==> src/hdl/ssi_pkg.sv <==
// ----------------------------------------------------------------------------
// ssi_pkg: shared types and constants for the segment/sphere test
// Holds the limb width used by the wide multipliers and the flag bundle
// that travels from the condition stage to the output stage.
// ----------------------------------------------------------------------------
package ssi_pkg;

    // Limb width for the split multipliers (limb products stay <= 17x17)
    localparam int LIMB_W = 17;

    // Root-range conditions formed before the discriminant sign is known
    typedef struct packed {
        logic zero_a;      // zero-length segment
        logic enters_pre;  // t1 in [0,1] provided the discriminant is >= 0
        logic leaves_pre;  // t2 in [0,1] provided the discriminant is >= 0
    } cond_t;

endpackage

==> src/hdl/ssi_cond.sv <==
// ----------------------------------------------------------------------------
// ssi_cond: root range conditions
// One stage: forms h+a and 2h+a+c, evaluates the sign tests for both
// roots, and prepares unsigned magnitudes for the discriminant products.
// ----------------------------------------------------------------------------
module ssi_cond #(
    parameter int COORD_WIDTH = 16
) (
    input  logic                            clk,
    input  logic                            rst_n,
    input  logic                            valid_in,
    input  logic signed [2*COORD_WIDTH+2:0] a_in,
    input  logic signed [2*COORD_WIDTH+2:0] h_in,
    input  logic signed [2*COORD_WIDTH+2:0] c_in,
    output logic                            valid_out,
    output ssi_pkg::cond_t                  cond,
    output logic        [2*COORD_WIDTH+1:0] h_mag,
    output logic        [2*COORD_WIDTH+1:0] a_mag,
    output logic        [2*COORD_WIDTH+1:0] c_pos
);

    localparam int SW = 2 * COORD_WIDTH + 3;
    localparam int EW = SW + 2;
    localparam int UW = SW - 1;

    logic                 vld_reg;
    ssi_pkg::cond_t       cond_reg, cond_next;
    logic [UW-1:0]        hm_reg, hm_next;
    logic [UW-1:0]        am_reg;
    logic [UW-1:0]        cp_reg, cp_next;

    logic signed [EW-1:0] ha;
    logic signed [EW-1:0] e;
    logic signed [SW-1:0] h_neg;
    logic                 h_le0, c_ge0, c_le0, ha_ge0, e_le0, e_ge0;

    // sign tests on h, c, h+a and 2h+a+c
    always_comb
    begin
        ha     = EW'(h_in) + EW'(a_in);
        e      = EW'(h_in) + EW'(h_in) + EW'(a_in) + EW'(c_in);
        h_le0  = h_in[SW-1] || (h_in == '0);
        c_ge0  = !c_in[SW-1];
        c_le0  = c_in[SW-1] || (c_in == '0);
        ha_ge0 = !ha[EW-1];
        e_le0  = e[EW-1] || (e == '0);
        e_ge0  = !e[EW-1];

        cond_next.zero_a     = (a_in == '0);
        cond_next.enters_pre = h_le0 && c_ge0 && (ha_ge0 || e_le0);
        cond_next.leaves_pre = (h_le0 || c_le0) && ha_ge0 && e_ge0;
    end

    // magnitudes; a negative c makes a*c <= h*h, so it counts as zero
    always_comb
    begin
        h_neg   = -h_in;
        hm_next = h_in[SW-1] ? h_neg[UW-1:0] : h_in[UW-1:0];
        cp_next = c_in[SW-1] ? '0 : c_in[UW-1:0];
    end

    always_ff @(posedge clk or negedge rst_n)
    begin
        if (!rst_n)
        begin
            vld_reg <= 1'b0;
        end
        else
        begin
            vld_reg <= valid_in;
        end
    end

    always_ff @(posedge clk)
    begin
        cond_reg <= cond_next;
        hm_reg   <= hm_next;
        am_reg   <= a_in[UW-1:0];
        cp_reg   <= cp_next;
    end

    assign valid_out = vld_reg;
    assign cond      = cond_reg;
    assign h_mag     = hm_reg;
    assign a_mag     = am_reg;
    assign c_pos     = cp_reg;

endmodule

==> config.mk <==
export PLATFORM = sky130hd
export DESIGN_NAME = ssi_cond
export DESIGN_NICKNAME = d
export VERILOG_FILES = /design/src/hdl/ssi_pkg.sv /design/src/hdl/ssi_cond.sv
export SDC_FILE = /design/constraint.sdc
export NUM_CORES = 1
export LEC_CHECK = 0
export ABC_CLOCK_PERIOD_IN_PS = 800
export BUFFER_PORTS_ARGS = -buffer_cell sky130_fd_sc_hd__buf_2
export CORE_MARGIN = 5
export CORE_UTILIZATION = 40
export DETAILED_ROUTE_END_ITERATION = 10
export PLACE_DENSITY = 0.72
export SLEW_MARGIN = 20
export SYNTH_ARGS = -nofsm -noshare
export SYNTH_HDL_FRONTEND = slang
export SYNTH_SLANG_ARGS = --single-unit
==> constraint.sdc <==
create_clock -name clk -period 0.8 [get_ports clk]
set_clock_uncertainty 0.05 [all_clocks]
set_input_delay 0.04 -clock clk [delete_from_list [all_inputs] [get_ports clk]]
set_output_delay 0.04 -clock clk [all_outputs]
set_load 0.01 [all_outputs]
==> metrics.yaml <==
clock_tree:
  clk_pin_slew_ns: 0.07
  cts_buffers: 9
  cts_tree: "built"
  htree_num_levels: 3
  cts_num_sinks: 106
  root_buffer: "clkbuf_16"
  clockBufferDepth: 2
yosys:
  synth_area_per_cell_um2: 9.58
  yosysWarnings: 0
  yosys.area_share.simple: 0.181
  synth_seq_cells: 106
  synth_nets: 931
  synthCells: 716
  synth_compound_area_frac: 0.177
  postSynth.asyncResetShare: 0.00943
  synth_xor_area_frac: 0.0664
  synth_enable_flop_cells: 0
  synth_cell_types: 67
  synth_top_area_frac: 0.306
  synth.area.top_cells: "dfxtp_1 (31%), ha_1 (13%), fa_1 (11%)"
  synth_top_family_by_area: "adder cells"
  synth_area_um2: 6860
  synth_flop_cell: "dfxtp_1"
  seq_area_frac_synth: 0.310
  synthAdderAreaFrac: 0.235
  synthMuxAreaShare: 0.00602
  synth_largest_area_cell: "dfxtp_1"
die:
  die_area_um2: 19900
  die_y_um: 141
  initial_core_util: 0.411
  io_pins: 214
  core_um2: 16700
  rows: 47
  dieWidth_um: 141
sta:
  grt_setup_unrepaired: "yes"
  drv_slew: 0
  fin_setup_tns_ns: -34.06
  holdWs_ns: -0.0217
  min_period_ns: 3.22
  setup_ws_ns: -2.42
  relSlewSlack: 0.525
  hold_violations: 5
  fmax_ghz: 0.311
  fin_crit_sh: 4.02
  setup-violations-final: 136
  worstMarginPinSlew_ns: 0.695
routing:
  first_pass_iters: 4
  drcViolationCount: 0
  num_vias: 7796
  drtIter0Drc: 390
  viasPerCell: 5.24
  drtAntennaViolNets: 0
  routed_wirelength_um: 28500
  avgRoutedWirePerCell_um: 19.2
finish:
  layout_commonest_cell: "buf_4"
  final_cell_mix: "buf_4 (231), buf_2 (150), buf_6 (88)"
  num_antenna_cells: 0
  nNetsFinal: 1477
  postLayoutCellArea_um2: 12600
  drive_gt1_frac: 0.513
  final_cells: 1487
  area_growth_pct: 84.0
  final_core_util: 0.756
  nFillCells: 1095
global_route:
  antenna_found_initial: 0
  grt_max_degree: 27
  grt_pass1_wl_um: 43400
  grt_overflow: 0
  grt_pass1_vias: 8442
  grt_usage: 0.273
worst_setup_path:
  required_ns: 1.05
  path_class: "in2reg"
  cp-end-kind: "register"
  cp_data_arrival_time_ns: 3.47
  critical_path.max_fanout: 3
  start_kind: "primary input"
place:
  io_buffers: 213
  placedCellCount: 1373
  place_hpwl_um: 20300
  detailedPlace.worstSlack_ns: -2.93
  gp_congestion: 0.892
  placed_area_um2: 10200
job:
  maxCapViolCount: 0
pwr:
  leakage_nw: 5.75
  total_power_mw: 22.1
  switching_share: 0.336
  p_int_mw: 14.7
  pwr-share-comb: 0.484
  p_per_area_nw_per_um2: 1750
  ir_drop_mv: 1.17
  p_seq_frac: 0.265
  clkPwrFrac: 0.252
  p_sw_mw: 7.42
run_status:
  status: "finished, violations left"
  failed_checks: "negative hold slack, negative setup slack"
worst_hold_path:
  min_path_type: "in2reg"
[repair_timing]
item | in CTS | in global routing
gates resized for setup | 127 | 127
endpoints found under the setup margin | 141 | 145
endpoints found under the hold margin | 87 | 4
buffers inserted | 13 | 6
pin swaps | 60 | 26
hold buffers | 81 | 1
[cell families (layout without fill, tap and decap cells)]
group	Yosys count	in the layout
and+or+nand+nor	222	222
buffers and inverters	40	591
adders and majority gates	107	107
AOI/OAI and AO/OA	185	185
muxes	4	4
xor gates and xnor gates	52	52
DFF	106	106
[layer usage]
metal  vias to the layer above  routed length, um  global-route usage
met5                         -                  0                   0
met4                         0                981               0.122
met3                        58               1630              0.0403
met2                       293              14400               0.483
met1                      3702              11500               0.329
li1                       3743                  -                   -
[synthesized netlist by cell type (7+ instances only)]
cell type,n
xnor2_1,39
a21oi_1,50
fa_1,36
inv_1,20
clkbuf_1,17
o31ai_1,11
ha_1,71
nor2b_1,40
nor2_1,20
nor4_1,21
nor3_1,12
o41ai_1,7
nand2_1,61
nand4_1,17
dfxtp_1,105
o21ai_0,42
nand3_1,12
o21a_1,8
a21o_1,16
xor2_1,13
[worst paths after layout]
| path | startpoint | slack (ns) | cells after the start | to |
|---|---|---|---|---|
| worst min-delay path | h_in[24] | -0.02 | 3 | h_mag[24] |
| worst max-delay path | a_in[1] | -2.42 | 18 | cond[1] |
| min in group asynchronous | rst_n | 0.45 | 3 | valid_out |
| max in group asynchronous | rst_n | 0.15 | 3 | valid_out |
[power by group through the flow]
stage          clock [mW]  combinational (mW)  sequential [mW]
5_1_grt              5.84                11.6             5.88
6_report             5.56                10.7             5.84
2_1_floorplan           0                4.24             6.09
4_1_cts              5.60                10.0             5.78
3_5_place_dp            0                8.78             5.88
3_3_place_gp            0                8.71             5.87
[worst max-delay path: stages]
cell and delay [ns]:
buf_6 0.07, inv_2 0.03, fa_1 0.55, inv_2 0.06, ha_4 0.17, buf_4 0.14, a211oi_4 0.25, o21ai_2 0.11
a21o_1 0.23, buf_4 0.15, a211oi_2 0.32, buf_4 0.18, o22ai_1 0.06, a221oi_1 0.22, buf_4 0.17, nand4_1 0.10
or4_1 0.53, nand2_1 0.07
[layout make-up]
type	instances	area [um2]	share of cell area
inverter	20	87.6	0.00694
sequential	106	2190	0.173
timing repair buffer	555	4370	0.346
tap	220	275	0.0218
multi-input combinational	570	5340	0.423
clock buffer	11	243	0.0192
clock inverter	5	125	0.00991
(Power assumes the default switching activity.)
