### src/hdl/ssi_pkg.sv
// ----------------------------------------------------------------------------
// ssi_pkg: shared types and constants for the segment/sphere test
// Holds the limb width used by the wide multipliers and the flag bundle
// that travels from the condition stage to the output stage.
// ----------------------------------------------------------------------------
package ssi_pkg;

    // Limb width for the split multipliers (limb products stay <= 17x17)
    localparam int LIMB_W = 17;

    // Root-range conditions formed before the discriminant sign is known
    typedef struct packed {
        logic zero_a;      // zero-length segment
        logic enters_pre;  // t1 in [0,1] provided the discriminant is >= 0
        logic leaves_pre;  // t2 in [0,1] provided the discriminant is >= 0
    } cond_t;

endpackage

### src/hdl/ssi_wmul.sv
// ----------------------------------------------------------------------------
// ssi_wmul: pipelined wide unsigned multiplier
// Splits both operands into limbs. Stage 1 forms the limb products,
// stage 2 sums each row, stage 3 sums the rows.
// ----------------------------------------------------------------------------
module ssi_wmul #(
    parameter int OP_W = 34
) (
    input  logic              clk,
    input  logic              rst_n,
    input  logic              valid_in,
    input  logic [OP_W-1:0]   op_a,
    input  logic [OP_W-1:0]   op_b,
    output logic              valid_out,
    output logic [2*OP_W-1:0] prod
);

    localparam int LW     = ssi_pkg::LIMB_W;
    localparam int NL     = (OP_W + LW - 1) / LW;
    localparam int PAD_W  = NL * LW;
    localparam int ROW_W  = PAD_W + LW;
    localparam int PROD_W = 2 * PAD_W;

    logic [PAD_W-1:0]  a_pad, b_pad;
    logic [2:0]        vld_reg;
    logic [2*LW-1:0]   pp_reg  [NL][NL];
    logic [2*LW-1:0]   pp_next [NL][NL];
    logic [ROW_W-1:0]  row_reg  [NL];
    logic [ROW_W-1:0]  row_next [NL];
    logic [PROD_W-1:0] sum_reg, sum_next;

    assign a_pad = PAD_W'(op_a);
    assign b_pad = PAD_W'(op_b);

    // limb products
    always_comb
    begin
        for (int i = 0; i < NL; i++)
        begin
            for (int j = 0; j < NL; j++)
            begin
                pp_next[i][j] = (2*LW)'(a_pad[i*LW +: LW]) * (2*LW)'(b_pad[j*LW +: LW]);
            end
        end
    end

    // row sums: limb i of op_a times all of op_b
    always_comb
    begin
        for (int i = 0; i < NL; i++)
        begin
            row_next[i] = '0;
            for (int j = 0; j < NL; j++)
            begin
                row_next[i] = row_next[i] + (ROW_W'(pp_reg[i][j]) << (j * LW));
            end
        end
    end

    // final sum of shifted rows
    always_comb
    begin
        sum_next = '0;
        for (int i = 0; i < NL; i++)
        begin
            sum_next = sum_next + (PROD_W'(row_reg[i]) << (i * LW));
        end
    end

    always_ff @(posedge clk or negedge rst_n)
    begin
        if (!rst_n)
        begin
            vld_reg <= '0;
        end
        else
        begin
            vld_reg <= {vld_reg[1:0], valid_in};
        end
    end

    always_ff @(posedge clk)
    begin
        pp_reg  <= pp_next;
        row_reg <= row_next;
        sum_reg <= sum_next;
    end

    assign valid_out = vld_reg[2];
    assign prod      = sum_reg[2*OP_W-1:0];

    // every operand pair comes out as a valid product
    assert property (@(posedge clk) disable iff (!rst_n)
        valid_in |-> ##3 valid_out)
        else $error("ssi_wmul: product transfer lost");

endmodule

### config.mk
export PLATFORM = sky130hd
export DESIGN_NAME = ssi_wmul
export DESIGN_NICKNAME = d
export VERILOG_FILES = /design/src/hdl/ssi_pkg.sv /design/src/hdl/ssi_wmul.sv
export SDC_FILE = /design/constraint.sdc
export NUM_CORES = 2
export LEC_CHECK = 0
export CELL_PAD_IN_SITES_DETAIL_PLACEMENT = 2
export CELL_PAD_IN_SITES_GLOBAL_PLACEMENT = 2
export CORE_ASPECT_RATIO = 1.75
export CORE_MARGIN = 1.5
export CORE_UTILIZATION = 40
export CTS_CLUSTER_DIAMETER = 80
export DETAILED_ROUTE_END_ITERATION = 8
export DONT_BUFFER_PORTS = 1
export PLACE_DENSITY = 0.86
export SETUP_SLACK_MARGIN = 0.2
export SYNTH_ARGS = -nofsm -noshare
export SYNTH_HDL_FRONTEND = slang
export SYNTH_SLANG_ARGS = --single-unit
export TNS_END_PERCENT = 50
### constraint.sdc
create_clock -name clk -period 3.15 [get_ports clk]
set_clock_uncertainty 0.2 [all_clocks]
set_input_delay 0.315 -clock clk [delete_from_list [all_inputs] [get_ports clk]]
set_output_delay 0.315 -clock clk [all_outputs]
set_load 0.01 [all_outputs]
==> flow_summary.json, run 1 <==
{
  "pre_cts_slack_ns": -3.54,
  "num_io_pins": 140,
  "synth_edf_count": 0,
  "ys_warn_count": 0,
  "async_reset_ff_share_pct": 0.971,
  "synthFlopType": "dfxtp_1",
  "yosys_register_bits": 309,
  "worstEndpointGrtRepair": "pp_reg[101]$_DFF_P_/D",
  "postPlaceCellArea_um2": 53000,
  "yosysUniqueCellTypes": 78,
  "rows": 168,
  "track_usage_pct": 68.5,
  "start_util_pct": 40.2,
  "htree_levels": 2,
  "clockBufferDepth": 3,
  "dp_hpwl_um": 166000,
  "numCtsBuffers": 37,
  "portBuffers": 0,
  "clock_sinks": 309,
  "grt_max_degree": 35,
  "haltStage": "global routing (5_1_grt)",
  "die_y_um": 462,
  "error": "[ERROR GRT-0232] Routing congestion too high. Check the congestion heatmap in the GUI.",
  "status": "stopped before the end",
  "cts-root-buf": "clkbuf_16",
  "antenna_found_initial": 59,
  "dieWidth_um": 265,
  "syn_area_per_cell_um2": 9.08,
  "gp_congestion": 0.889,
  "synthCells": 5302,
  "synth_area_um2": 48100,
  "worst-ep-kind": "register data pin",
  "synth_fp_nets": 6772,
  "grt-ovfl-total": 30,
  "seq_area_frac_synth_pct": 12.9
}
==> through the flow <==
step           cells  utilization [%]  hold WS [ns]
3_3_place_gp    7035             44.3        -0.181
3_5_place_dp    7035             44.3        -0.181
2_1_floorplan   5302                -        -0.181
4_1_cts         7189             47.8        0.0278
==> Yosys cell counts (4+ instances only) <==
cell      number  area (um^2)
inv_1       1110         4170
fa_1         899        18000
nand2_1      723         2710
and2_1       518         3240
ha_1         500         6260
dfxtp_1      306         6130
clkbuf_1     229          860
xnor2_1      165         1450
a21oi_1      164          821
nor2_1       112          420
a21o_1        85          638
xor2_1        53          464
o21ai_0       51          255
nand3_1       42          210
o21a_1        34          255
o21ai_1       30          150
nand4_1       29          181
o21bai_1      28          210
nor2b_1       22          138
nand2b_1      20          125
nor3_1        19         95.1
a31oi_1       18          113
and3_1        15         93.8
o31ai_1       10         75.1
a211oi_1       7         52.6
o211ai_1       7         52.6
a41oi_1        6         52.6
and4_1         6         52.6
or3_1          6         37.5
buf_2          5         25.0
nor3b_1        5         37.5
o31a_1         5         43.8
a21boi_1       4         30.0
==> per-layer routing <==
layer	overflow	global-route usage (%)
met1	0	64.2
met2	7	89.2
met3	1	51.5
met4	22	72.5
met5	0	23.7
==> timing repair <==
| action | 4_1_cts |
|---|---|
| hold endpoints to repair | 16 |
| gates cloned | 0 |
| resized for setup | 540 |
| pin swaps | 321 |
| endpoints found under the setup margin | 200 |
| hold buffers | 17 |
| buffers inserted | 69 |
==> cells by family after synthesis <==
group / synth area share [%]
fa+ha+maj: 50.4
flops: 12.9
xor+xnor: 3.97
simple gates: 15.6
buf+inv: 10.5
compound gates: 6.66
==> run 2: changes to the inputs <==
Settings changed: CELL_PAD_IN_SITES_DETAIL_PLACEMENT 2 to not set, CELL_PAD_IN_SITES_GLOBAL_PLACEMENT 2 to not set, CORE_ASPECT_RATIO 1.75 to not set, CORE_UTILIZATION 40 to 25, CTS_CLUSTER_DIAMETER 80 to not set, PLACE_DENSITY 0.86 to not set, PLACE_DENSITY_LB_ADDON set to 0.15, SETUP_SLACK_MARGIN 0.2 to not set.
==> flow_summary.json, run 2 <==
{
  "synth_compound_area_share_pct": 6.66,
  "pre_cts_slack_ns": -3.13,
  "num_io_pins": 140,
  "cp-start-kind": "input pin",
  "dieWidth_um": 442,
  "synth_area_um2": 48100,
  "async_reset_ff_share_pct": 0.971,
  "hp-class": "in2reg",
  "grt-ovfl-total": 0,
  "synthFlopType": "dfxtp_1",
  "violations": "negative setup slack",
  "drv_cap": 0,
  "crit_path_top_delay_cell": "fa_1",
  "mostFrequentLayoutCells": "1058 x inv_1, 868 x fa_1, 709 x nand2_1",
  "fmax_mhz": 182,
  "clock_sinks": 309,
  "synth-adder-area-share_pct": 50.4,
  "fin_ws_ns": -2.35,
  "cts_tree": "done",
  "yosys.area.top_type": "fa_1",
  "crit_top_cell": "fa_1",
  "synth_top_family_by_area": "adder cells",
  "firstDrtPassIters": 6,
  "track_usage_pct": 15.4,
  "synth_most_common_cell": "inv_1",
  "dp_hpwl_um": 116000,
  "synth_mux_area_share_pct": 0,
  "hold_violations": 0,
  "drc_errors": 0,
  "finalNonFillerCells": 8129,
  "maxSlewHeadroom_pct": 62.0,
  "yosys_register_bits": 309,
  "rsz0062_at_grt": "yes",
  "first_global_vias": 37800,
  "rows": 160,
  "largest_register_ffs": 136,
  "synthCells": 5302,
  "seq_area_frac_synth_pct": 12.9,
  "critical_path_class": "in2reg",
  "path_delay_family": "adder cells",
  "final_common_cell": "inv_1",
  "start_util_pct": 25.2,
  "gp_congestion": 0.812,
  "synth-xor-area-share_pct": 3.97,
  "path_buf_inv": 4,
  "postRouteAntennaNets": 0,
  "wl_per_cell_um": 18.4,
  "grt_pass1_wl_um": 231000,
  "ys_warn_count": 0,
  "cts.clk_slew.worst_paths_ns": 0.05,
  "numPlacedInstances": 8007,
  "fin_crit_ns": 5.50,
  "cts-root-buf": "clkbuf_16",
  "numCtsBuffers": 43,
  "drt_wl_total_um": 150000,
  "portBuffers": 0,
  "drt-initial-drc-count": 1501,
  "final_layout_size_suffix_gt1_share_pct": 16.2,
  "final_nets": 7051,
  "min_period_over_period_pct": 175,
  "worst-endpoint-arrival_ns": 5.85,
  "cp-end-kind": "register",
  "antenna_found_initial": 7,
  "synth_simple_gate_area_share_pct": 15.6,
  "worst_path_largest_cell_delay_ns": 0.53,
  "area_growth_syn_to_layout_pct": 20.3,
  "finalSetupViolCount": 105,
  "syn_area_per_cell_um2": 9.08,
  "crit_required_ns": 3.49,
  "worst_pin_slew_ns": 0.566,
  "status": "finished with violations",
  "cp_cell_sequence": "and2_4 -> fa_1 -> inv_1 -> fa_1 -> fa_1 -> inv_1 -> fa_1 -> fa_1 -> inv_1 -> fa_1 -> inv_2 -> ha_4 -> nand2_4 -> or3_4 -> nor2_4 -> o211ai_4 -> a311oi_4 -> nand3_1 -> and3b_1 -> o31a_1 -> o21ai_2 -> xnor2_1",
  "dr_total_vias": 34800,
  "synth_edf_count": 0,
  "path_max_fanout": 34,
  "avgViaCountPerCell": 4.29,
  "drv_slew": 0,
  "grt_max_degree": 35,
  "synth_area_leaders": "fa_1 37%, ha_1 13%, dfxtp_1 13%, inv_1 8.7%, and2_1 6.7%",
  "synth_top_area_share_pct": 37.4,
  "synthTopCellsByCount": "1110 x inv_1, 899 x fa_1, 723 x nand2_1",
  "coreArea_um2": 191000,
  "clockBufferDepth": 3,
  "die_y_um": 442,
  "htree_levels": 2,
  "die-area_um2": 195000,
  "clkLatencyLatePin_ns": 0.64,
  "yosysUniqueCellTypes": 78,
  "synth_fp_nets": 6772
}
==> run 2: cell type report <==
| class | instances | area, um^2 |
|---|---|---|
| inverters | 1112 | 4170 |
| clock inverters | 28 | 412 |
| well taps | 2511 | 3140 |
| clock buffers | 51 | 1150 |
| multi-input cells | 3646 | 39000 |
| repair buffers | 469 | 3800 |
| fillers | 20100 | 133000 |
| diodes | 3 | 7.51 |
| flip-flops and latches | 309 | 6200 |
==> run 2: worst register-to-register path: stages (launching register included) <==
cell	delay, ns
dfxtp_1	0.33
ha_2	0.20
inv_1	0.06
fa_2	0.34
inv_1	0.08
a21oi_2	0.06
o21bai_2	0.14
a31oi_2	0.13
buf_4	0.17
o32ai_4	0.26
a21oi_1	0.10
buf_4	0.17
o211ai_1	0.23
a31oi_1	0.17
buf_4	0.17
xnor2_1	0.12
==> run 2: final timing paths <==
check / from / end / slack, ns / cells after the start
hold reg to reg: row_reg[63] / prod[12] / 0.12 / 0
max in group asynchronous: rst_n / vld_reg[2] / 2.35 / 2
hold / removal: op_b[0] / pp_reg[102] / 0.07 / 2
setup / recovery: op_b[22] / pp_reg[101] / -2.35 / 22
min in group asynchronous: rst_n / vld_reg[1] / 0.26 / 2
setup reg to reg: row_reg[68] / prod[45] / 0.07 / 15
==> run 2: stage by stage <==
step / utilization, % / TNS [ns] / cell area (um^2) / hold slack (ns)
after floorplan: - / -212.87 / 48900 / -0.181
after global placement: 28.4 / -253.55 / 54200 / -0.181
after detailed placement: 28.4 / -253.66 / 54200 / -0.181
after CTS: 30.1 / -158.60 / 57300 / 0.0295
after global routing: 30.4 / -176.12 / 57900 / 0.0865
final: 30.4 / -162.84 / 57900 / 0.0717
==> run 2: logic make-up after synthesis <==
logic type,Yosys count
xor+xnor,218
simple gates,1535
flops,309
compound gates,494
fa+ha+maj,1399
buf+inv,1347
==> run 2: what timing repair did <==
item                                    4_1_cts  5_1_grt
setup buffers                                39       19
hold buffers                                 20        0
hold endpoints to repair                     18        0
resized for setup                           272      147
pin swaps                                   210      161
endpoints found under the setup margin      149      148
==> run 2: per-layer routing <==
metal,up-vias,global-route usage (%),wire length (um)
li1,16500,-,-
met1,17700,21.3,71100
met2,542,25.2,68700
met3,125,2.44,6670
met4,0,3.50,3140
met5,-,0,0
Power of run 2 is not shown: default switching activity piles up to over one toggle a cycle in this logic, so the estimate is an artifact.
